### src/rtl/btk_ram.sv
module btk_ram #(
    parameter int WIDTH = 8,
    parameter int DEPTH = 16
) (
    input  logic                     aclk,
    input  logic                     wr_en,
    input  logic [$clog2(DEPTH)-1:0] wr_addr,
    input  logic [WIDTH-1:0]         wr_data,
    input  logic [$clog2(DEPTH)-1:0] rd_addr_a,
    output logic [WIDTH-1:0]         rd_data_a,
    input  logic [$clog2(DEPTH)-1:0] rd_addr_b,
    output logic [WIDTH-1:0]         rd_data_b
);

    logic [WIDTH-1:0] mem [DEPTH];

    // write one entry, read two with registered output
    always_ff @(posedge aclk) begin
        if (wr_en) begin
            mem[wr_addr] <= wr_data;
        end
        rd_data_a <= mem[rd_addr_a];
        rd_data_b <= mem[rd_addr_b];
    end

endmodule

### config.mk
export PLATFORM = sky130hd
export DESIGN_NAME = btk_ram
export DESIGN_NICKNAME = d
export VERILOG_FILES = /design/src/rtl/btk_ram.sv
export SDC_FILE = /design/constraint.sdc
export NUM_CORES = 1
export LEC_CHECK = 0
export ABC_AREA = 0
export BUFFER_PORTS_ARGS = -buffer_cell sky130_fd_sc_hd__clkbuf_2
export CAP_MARGIN = 20
export CORE_MARGIN = 4
export CORE_UTILIZATION = 50
export DETAILED_ROUTE_END_ITERATION = 10
export PLACE_DENSITY = 0.68
export SYNTH_ARGS = -nofsm -noshare
export SYNTH_HDL_FRONTEND = slang
export SYNTH_SLANG_ARGS = --single-unit
### constraint.sdc
create_clock -name aclk -period 3.8 [get_ports aclk]
set_input_delay 0.19 -clock aclk [delete_from_list [all_inputs] [get_ports aclk]]
set_output_delay 0.19 -clock aclk [all_outputs]
set_load 0.03 [all_outputs]
# ---- Word level (Yosys, flattened, before mapping)
# Memories as Yosys holds them, arrays and structs flattened. A register that Yosys moved wholly into a read port is not among the register bits.
# Index checks and enable logic that the tools add are counted.
dict set report word_totals {
  register_bits 0
  ramBits 128
  input_bits 22
  out_inout_bits 16
  elab_cells 3
  mem_count 1
}
dict set report classes {
  muxes 2
}
# memory words width rd rd_ports_with_merged_regs write_ports line
set memory_table {}
lappend memory_table {mem 16 8 2 2 1 15} ;# logic [WIDTH-1:0] mem [DEPTH];
# op count
set ops {}
lappend ops {{1-bit 2-to-1 mux} 2}

# ---- Longest topological paths before layout
# Gate-level depths: netlist of run 1.
dict set report logic_depth {
  word_depth 2
  mapped_depth 5
  depth_no_buf 3
}

# ---- Least setup slack after synthesis of run 1
# No wires, ideal clock.
dict set report synth_timing {
  path_kind {input to register}
  from {input wr_addr[2]}
  to {memory mem[0][0] (enable)}
  setup_ps 383
  t_arrival_ps 1300
  t_required_ps 3417
  setup_slack_ps 2117
  stages 2
  path_buffers 0
  path_cell_list {or3b_2 -> nor3_1}
}
# item line
set synth_rtl {}
lappend synth_rtl {{from (decl)} 7} ;# input logic [$clog2(DEPTH)-1:0] wr_addr,
lappend synth_rtl {{to (decl)} 15}
# Straight into the memory's write port.

==> reports/results.ini, run 1 <==
[outcome]
status = completed

[routing]
vias_per_cell = 6.20
firstDrtPassIters = 7
num_vias = 3293
ant_nets = 0
finalWirelength_um = 13700
wl_per_cell_um = 25.7
drc = 0
drt_first_iter_violations = 262

[cts]
h-tree-depth = 4
path_clk_slew_ps = 50
clock-sinks = 144
cts_resized = 0
post_cts_buffers = 0
root_buffer = clkbuf_16
cts-buffers-inserted = 17
cts_hold_buffers = 0
clock_latency_ps = 420
clockBufferDepth = 2
cts_tree = done

[sta]
fin_skew_ps = 7.63
setup_tns_ps = 0
tightestPinTransition_ps = 993
slew_headroom_pct = 33.6
fmax_ghz = 0.565
rsz0062_at_grt = no
slew_violations = 0
hold_violations = 0
min_period_ps = 1770
period_share_pct = 46.6
final-setup-viol-count = 0

[floorplan]
die_h_um = 121
io_pins = 38
std_cell_rows = 40
coreArea_mm2 = 0.0122
die_w_um = 121
die_area_mm2 = 0.0146
start_util_pct = 52.0

[power]
cellLeakagePower_uw = 0.00244
ir_worst_vdd_v = 0.000367
powerDensity_mw_per_mm2 = 493

[finish]
seqCellArea_mm2 = 0.00416
final_cells = 531
multi_input_area_mm2 = 0.00202
stdcell_area_mm2 = 0.00715
layout-drive-gt1-share_pct = 28.4
n_antenna_cell = 0
nets = 372
finish.utilization_pct = 58.5
area_growth_pct = 12.6
nFillCells = 907

[synthesis]
muxShareOfSynthArea_pct = 24.4
synth_top_family_by_area = multiplexers
ys_types = 20
yosysSeqAreaShare_pct = 65.6
syn-num-nets = 329
syn-cell-area_mm2 = 0.00635
synthSimpleGateAreaFrac_pct = 3.43
avgSynthCellArea_um2 = 20.7
ys_seq_elements = 144
synth_cells = 307
synth_compound_area_share_pct = 3.79
yosys_warnings = 0
synth_xor_area_share_pct = 0
synth_fa_ha_area_share_pct = 0

[placed_design]
gp_congestion = 0.735
dp_hpwl_um = 8800
place_inst = 498
dpl-instance-area_mm2 = 0.00662
port_buffers = 37

[global_route]
overflow = 0
grt_pass1_wl_um = 20800
groute.usage.overall_pct = 20.4
antenna_found_initial = 0
grt_max_degree = 33
grt_pass1_vias = 3394

[setup_path]
max_stage_delay_ps = 590
crit_chain = clkbuf_2 > buf_4 > mux4_1 > a22oi_1 > nand2_1
cp.arrival_ps = 2060
critPathKind = input port to flip-flop
crit_slowest_cell = clkbuf_2
crit_path_end_kind = flip-flop
path_buf_inv = 2
cp-start-kind = input port
critPathRequiredTime_ps = 4090
crit_family = buffers and inverters
critPathMaxFanout = 20

[job]
max_cap_viol_count = 0

[worst_hold_path]
hold_class = input port to flip-flop

## flip-flops by register name, indices dropped and copies added, names as in the netlist
register and cells:
rd_data_a 8, mem 128, rd_data_b 8
## layer usage
| metal | share of wire [%] | routed length, um | global-route usage, % | vias up |
|---|---|---|---|---|
| met4 | 0.97 | 132 | 6.59 | 0 |
| met5 | 0 | 0 | 0 | - |
| met1 | 43 | 5910 | 27.8 | 1737 |
| li1 | - | - | - | 1427 |
| met3 | 5.7 | 779 | 5.85 | 14 |
| met2 | 50 | 6840 | 31.9 | 115 |
## kinds of logic after synthesis
| logic type | count (synthesis) |
|---|---|
| DFF | 144 |
| muxes | 64 |
| AOI/OAI and AO/OA | 32 |
| buffers and inverters | 20 |
| and+or+nand+nor | 47 |
## cells in the mapped netlist
| cell type | n | area, um2 |
|---|---|---|
| a22oi_1 | 32 | 240 |
| and2_1 | 2 | 12.5 |
| and2b_1 | 2 | 15.0 |
| buf_2 | 6 | 30.0 |
| buf_4 | 2 | 15.0 |
| buf_6 | 6 | 67.6 |
| clkdlybuf4s25_2 | 6 | 60.1 |
| dfxtp_1 | 16 | 320 |
| edfxtp_1 | 128 | 3840 |
| mux4_1 | 28 | 736 |
| mux4_2 | 34 | 766 |
| mux4_4 | 2 | 50.1 |
| nand2_1 | 17 | 63.8 |
| nand2b_1 | 2 | 12.5 |
| nand3_1 | 1 | 5.00 |
| nand3b_1 | 2 | 15.0 |
| nor2_1 | 14 | 52.6 |
| nor2b_1 | 2 | 12.5 |
| nor3_1 | 4 | 20.0 |
| or3b_2 | 1 | 8.76 |
## placed cells by master (no fill, tap or decap)
cell type | Yosys | final
a22oi_1 | 32 | 32
buf_6 | 6 | 1
mux4_1 | 28 | 28
nor2b_1 | 2 | 2
clkbuf_16 | 0 | 17
clkbuf_2 | 0 | 37
buf_4 | 2 | 6
nand3b_1 | 2 | 2
and2b_1 | 2 | 2
nor3_1 | 4 | 2
nand2_1 | 17 | 17
edfxtp_1 | 128 | 128
nor2_1 | 14 | 14
clkinv_2 | 0 | 2
nor3_2 | 0 | 2
or3b_2 | 1 | 1
clkbuf_1 | 0 | 2
nand3_1 | 1 | 1
clkinv_1 | 0 | 10
and2_1 | 2 | 2
mux4_2 | 34 | 34
mux4_4 | 2 | 2
dfxtp_1 | 16 | 16
bufinv_16 | 0 | 1
nand2b_1 | 2 | 2
## worst paths after layout
kind / depth (start not counted) / from / slack, ps / to
min reg2reg: 3 / mem[8][2] / 700 / rd_data_b[2]
max reg2reg: 3 / mem[0][7] / 2360 / rd_data_b[7]
max: 5 / rd_addr_b[0] / 2030 / rd_data_b[5]
min: 1 / wr_data[3] / 190 / mem[4][3]
## area by class of cell
type	instances	share of cell area, %
clock buffer	19	6.06
clock inverter	13	1.09
multi-input combinational	143	28.3
sequential	144	58.3
tap	168	2.94
timing repair buffer	44	3.38
## power by group
part           switching, uW  total (uW)  leakage [uW]  internal [uW]
logic                    173         289      0.000902            116
clock network            571        1440      0.000249            871
registers               17.7        1790       0.00129           1770
total                    762        3520       0.00244           2760
## worst reg2reg max path, cell delays in order (launching register included)
cell and delay (ps):
edfxtp_1 380, mux4_4 600, a22oi_1 230, nand2_1 110
## metrics by stage
stage          worst slack (ps)  hold WS [ps]  power (uW)
4_1_cts                    2040           170        3550
6_report                   2030           187        3520
2_1_floorplan              2120           289        2020
5_1_grt                    1940           194        3650
3_3_place_gp               1600           607        2110
3_5_place_dp               1590           618        2120
Note: power is estimated with default switching activity, not from simulation.
==> run 2, diff against run 1 <==
==> constraint.sdc (replaced) <==
create_clock -name aclk -period 1.63 [get_ports aclk]
set_input_delay 0.0815 -clock aclk [delete_from_list [all_inputs] [get_ports aclk]]
set_output_delay 0.0815 -clock aclk [all_outputs]
set_load 0.03 [all_outputs]
==> reports/results.ini, run 2 (synthesis results as in run 1) <==
[global_route]
grt_pass1_wl_um = 21600  ; was 20,800 um
antenna_found_initial = 0  ; unchanged
grt_max_degree = 23  ; was 33
groute.usage.overall_pct = 21.0  ; was 20.4%
overflow = 0  ; unchanged
grt_pass1_vias = 3557  ; was 3,394

[floorplan]
coreArea_mm2 = 0.0122  ; unchanged
die_w_um = 121  ; unchanged
io_pins = 38  ; unchanged
std_cell_rows = 40  ; unchanged
start_util_pct = 52.0  ; unchanged
die_h_um = 121  ; unchanged
die_area_mm2 = 0.0146  ; unchanged

[placed_design]
port_buffers = 37  ; unchanged
gp_congestion = 0.776  ; was 0.735
dp_hpwl_um = 9240  ; was 8800 um
dp_slack_ps = 4.68  ; was 1590 ps

[worst_hold_path]
worstHoldEndpoint = mem[15][6]  ; was mem[4][3]
min_delay_path_depth = 1  ; unchanged
hp-start = wr_data[6]  ; was wr_data[3]
hold_class = input port to flip-flop  ; unchanged

[cts]
root_buffer = clkbuf_16  ; unchanged
clockBufferDepth = 2  ; unchanged
cts-buffers-inserted = 17  ; unchanged
cts_tree = done  ; unchanged
clock-sinks = 144  ; unchanged
h-tree-depth = 4  ; unchanged
path_clk_slew_ps = 60  ; was 50 ps
cts_resized = 0  ; unchanged
post_cts_buffers = 0  ; unchanged
cts_hold_buffers = 0  ; unchanged
clock_latency_ps = 420  ; about the same

[setup_path]
crit_family = multiplexers  ; was buffers and inverters
rrSetupSlack_ps = 140  ; was 2360 ps
cp.arrival_ps = 1790  ; was 2060 ps
reg2reg_from = mem[3][0]  ; was mem[0][7]
cp-start-kind = flip-flop  ; was input port
worstRegToRegCells = 3  ; unchanged
critPathMaxFanout = 2  ; was 20
max_stage_delay_ps = 620  ; was 590 ps
crit_slowest_cell = mux4_4  ; was clkbuf_2
critPathKind = flip-flop to flip-flop  ; was input port to flip-flop
path_buf_inv = 0  ; was 2
critPathRequiredTime_ps = 1920  ; was 4090 ps
crit_chain = mux4_4 > a22oi_1 > nand2_1  ; was clkbuf_2 > buf_4 > mux4_1 > a22oi_1 > nand2_1
crit_path_end_kind = flip-flop  ; unchanged
rr_endpoint = rd_data_a[0]  ; was rd_data_b[7]

[routing]
num_vias = 3456  ; was 3,293
wl_per_cell_um = 25.3  ; was 25.7 um
drt_first_iter_violations = 326  ; was 262
firstDrtPassIters = 4  ; was 7
vias_per_cell = 6.23  ; was 6.20
drc = 0  ; unchanged
finalWirelength_um = 14000  ; was 13,700 um
ant_nets = 0  ; unchanged

[power]
internal_power_uw = 6620  ; was 2760 uW
power_frac_clock_pct = 41.5  ; was 40.9%
p_sw_share_pct = 21.3  ; was 21.6%
powerDensity_mw_per_mm2 = 1130  ; was 493 mW/mm2
p_switching_uw = 1790  ; was 762 uW
pwr-share-seq_pct = 49.7  ; was 50.8%
cellLeakagePower_uw = 0.00263  ; was 0.00244 uW
comb_power_share_pct = 8.7  ; was 8.2%
ir_worst_vdd_v = 0.000790  ; was 0.000367 V

[sta]
hold_violations = 0  ; unchanged
rsz0062_at_grt = no  ; unchanged
setup_slack_ps = 139  ; was 2030 ps
tightestPinTransition_ps = 939  ; was 993 ps
min_period_ps = 1490
final-setup-viol-count = 0  ; unchanged
fin_skew_ps = 6.23  ; was 7.63 ps
slew_violations = 0  ; unchanged
period_share_pct = 91.5
slew_headroom_pct = 37.3  ; was 33.6%
fmax_ghz = 0.671
setup_tns_ps = 0  ; unchanged

[finish]
final_common_cell = edfxtp_1  ; unchanged
top_register = mem  ; unchanged
n_antenna_cell = 0  ; unchanged
nets = 396  ; was 372
top_regs = mem (128), rd_data_a (8), rd_data_b (8)  ; unchanged
layout_common_cells = edfxtp_1, clkbuf_2, mux4_2  ; unchanged
area_growth_pct = 17.6  ; was 12.6%
largest_reg_flops = 128  ; unchanged
layout-drive-gt1-share_pct = 33.9  ; was 28.4%

[outcome]
status = completed  ; unchanged

[job]
max_cap_viol_count = 0  ; unchanged

run 2: routing by layer:
metal / wire, um / vias to the layer above / track usage [%]
met4: 283 / 0 / 7.86
li1: - / 1480 / -
met5: 0 / - / 0
met2: 7040 / 168 / 33.0
met1: 5470 / 1778 / 27.2
met3: 1240 / 30 / 7.34
run 2: metrics by stage:
stage               instances  util (%)  hold WS, ps  total power [uW]  area, um2
CTS                       555      61.1         57.1              8470       7460
finish                    555      61.1         67.0              8410       7460
floorplan                 307         -          180              4700       6350
global route              555      61.1          101              8700       7460
global placement          523      56.7          478              4980       6930
detailed placement        523      56.7          498              4990       6930
run 2: area by class of cell:
type / instances / area [um2]
fill: 897 / 4750
timing repair buffer: 68 / 543
tap: 168 / 210
clock buffer: 25 / 475
clock inverter: 7 / 60.1
sequential: 144 / 4160
multi-input combinational: 143 / 2010
run 2: power groups by stage:
stage | logic (uW) | clock network (uW) | registers, uW
detailed placement | 738 | 0 | 4260
floorplan | 373 | 0 | 4330
CTS | 741 | 3550 | 4180
global route | 787 | 3720 | 4190
global placement | 731 | 0 | 4250
finish | 734 | 3490 | 4180
run 2: worst max path at each step:
stage / from / to / slack [ps] / cells after the start
2_1_floorplan: wr_addr[2] / mem[0][0] / 60 / 2
3_3_place_gp: rd_addr_b[0] / rd_data_b[4] / 7 / 6
3_5_place_dp: rd_addr_b[0] / rd_data_b[4] / 5 / 6
4_1_cts: mem[3][0] / rd_data_a[0] / 140 / 3
5_1_grt: mem[9][3] / rd_data_b[3] / 100 / 3
6_report: mem[3][0] / rd_data_a[0] / 140 / 3
==> run 3, diff against run 2 <==
==> constraint.sdc (replaced) <==
create_clock -name aclk -period 1.63 [get_ports aclk]
set_input_delay 0.489 -clock aclk [delete_from_list [all_inputs] [get_ports aclk]]
set_output_delay 0.489 -clock aclk [all_outputs]
set_load 0.03 [all_outputs]
==> reports/results.ini, run 3 (synthesis results as in run 1) <==
[routing]
firstDrtPassIters = 5  ; was 4
ant_nets = 0  ; unchanged
vias_per_cell = 6.13  ; was 6.23
drt_first_iter_violations = 260  ; was 326
num_vias = 3483  ; was 3,456
drc = 0  ; unchanged
wl_per_cell_um = 25.0  ; was 25.3 um
finalWirelength_um = 14200  ; was 14,000 um

[sta]
slew_headroom_pct = 39.3  ; was 37.3%
min_period_ps = 1510  ; was 1490 ps
hold_violations = 0  ; unchanged
rsz0062_at_grt = no  ; unchanged
final-setup-viol-count = 0  ; unchanged
setup_slack_ps = 123  ; was 139 ps
tightestPinTransition_ps = 908  ; was 939 ps
period_share_pct = 92.4  ; was 91.5%
slew_violations = 0  ; unchanged
fin_skew_ps = 5.65  ; was 6.23 ps
fmax_ghz = 0.664  ; was 0.671 GHz

[setup_path]
path_buf_inv = 2  ; was 0
crit_path_end_kind = flip-flop  ; unchanged
reg2reg_from = mem[3][0]  ; unchanged
cp-start-kind = input port  ; was flip-flop
max_stage_delay_ps = 630  ; was 620 ps
rr_endpoint = rd_data_a[0]  ; unchanged
rrSetupSlack_ps = 180  ; was 140 ps
crit_chain = clkbuf_2 > buf_12 > mux4_4 > a22oi_1 > nand2_1  ; was mux4_4 > a22oi_1 > nand2_1
critPathMaxFanout = 15  ; was 2
startpoint = rd_addr_a[0]  ; was mem[3][0]
critPathKind = input port to flip-flop  ; was flip-flop to flip-flop
cp.arrival_ps = 1800  ; was 1790 ps
crit_slowest_cell = mux4_4  ; unchanged
critPathRequiredTime_ps = 1920  ; about the same
setup.worst_path.end = rd_data_a[0]  ; unchanged
cp.depth = 5  ; was 3
worstRegToRegCells = 3  ; unchanged
crit_family = multiplexers  ; unchanged

[placed_design]
place_inst = 536  ; was 523
dp_hpwl_um = 9520  ; was 9240 um
gp_congestion = 0.780  ; was 0.776
dp_slack_ps = -311  ; was 4.68 ps
port_buffers = 37  ; unchanged
dpl-instance-area_mm2 = 0.00701  ; was 0.00693 mm2

[cts]
h-tree-depth = 4  ; unchanged
cts_tree = done  ; unchanged
cts-buffers-inserted = 17  ; unchanged
cts_hold_buffers = 0  ; unchanged
cts_resized = 0  ; unchanged
path_clk_slew_ps = 50  ; was 60 ps
root_buffer = clkbuf_16  ; unchanged
clock_latency_ps = 420  ; about the same
post_cts_buffers = 0  ; unchanged
clock-sinks = 144  ; unchanged
clockBufferDepth = 2  ; unchanged

[global_route]
grt_pass1_wl_um = 21300  ; was 21,600 um
grt_max_degree = 17  ; was 23
grt_pass1_vias = 3653  ; was 3,557
groute.usage.overall_pct = 20.6  ; was 21.0%
overflow = 0  ; unchanged
antenna_found_initial = 0  ; unchanged

[finish]
layout_common_cells = edfxtp_1, clkbuf_2, buf_4  ; was edfxtp_1, clkbuf_2, mux4_2
final_cells = 568  ; was 555
top_regs = mem (128), rd_data_a (8), rd_data_b (8)  ; unchanged
nets = 409  ; was 396
largest_reg_flops = 128  ; unchanged
n_antenna_cell = 0  ; unchanged
nFillCells = 892  ; was 897
final_common_cell = edfxtp_1  ; unchanged
layout-drive-gt1-share_pct = 36.5  ; was 33.9%
top_register = mem  ; unchanged
area_growth_pct = 19.8  ; was 17.6%
stdcell_area_mm2 = 0.00760  ; was 0.00746 mm2

[outcome]
status = completed  ; unchanged

[power]
powerDensity_mw_per_mm2 = 1160  ; was 1130 mW/mm2
ir_worst_vdd_v = 0.000755  ; was 0.000790 V
cellLeakagePower_uw = 0.00270  ; was 0.00263 uW

[worst_hold_path]
hold_class = input port to flip-flop  ; unchanged

[floorplan]
std_cell_rows = 40  ; unchanged
die_h_um = 121  ; unchanged
die_w_um = 121  ; unchanged
io_pins = 38  ; unchanged
coreArea_mm2 = 0.0122  ; unchanged
die_area_mm2 = 0.0146  ; unchanged
start_util_pct = 52.0  ; unchanged

[job]
max_cap_viol_count = 0  ; unchanged

[run 3: worst min path at each step]
stage / start / cells after the start / endpoint
floorplan: wr_data[0] / 0 / mem[0][0]
global placement: mem[15][2] / 3 / rd_data_b[2]
detailed placement: mem[12][4] / 3 / rd_data_b[4]
CTS: wr_data[7] / 1 / mem[8][7]
global route: wr_data[7] / 1 / mem[2][7]
finish: wr_data[7] / 1 / mem[8][7]
[run 3: metal layers]
layer | global-route usage, % | vias up | part of all wire (%) | wire (um)
met5 | 0 | - | 0 | 0
met4 | 6.16 | 0 | 1.4 | 196
met3 | 4.86 | 15 | 7.1 | 1010
met2 | 33.9 | 165 | 51 | 7180
met1 | 27.6 | 1801 | 41 | 5790
li1 | - | 1502 | - | -
[run 3: per-stage QoR]
stage	utilization (%)	TNS, ps	power (uW)	hold WS (ps)
6_report	62.2	0	8780	486
5_1_grt	62.2	0	9030	517
2_1_floorplan	-	-3870	4710	588
3_5_place_dp	57.4	-8830	5010	691
3_3_place_gp	57.4	-7750	4990	671
4_1_cts	62.2	0	8810	488
[run 3: report_power, final]
part           leakage [uW]  total, uW  switching, uW  internal [uW]
combinational       0.00113        755            423            332
clock              0.000283       3850           1380           2480
sequential          0.00129       4180           43.4           4130
total               0.00270       8780           1840           6940
[run 3: layout make-up]
type	count	area, um2	share of cell area, %
sequential	144	4160	54.8
multi-input combinational	143	2020	26.6
timing repair buffer	81	616	8.10
clock buffer	25	475	6.26
tap	168	210	2.77
clock inverter	7	111	1.47
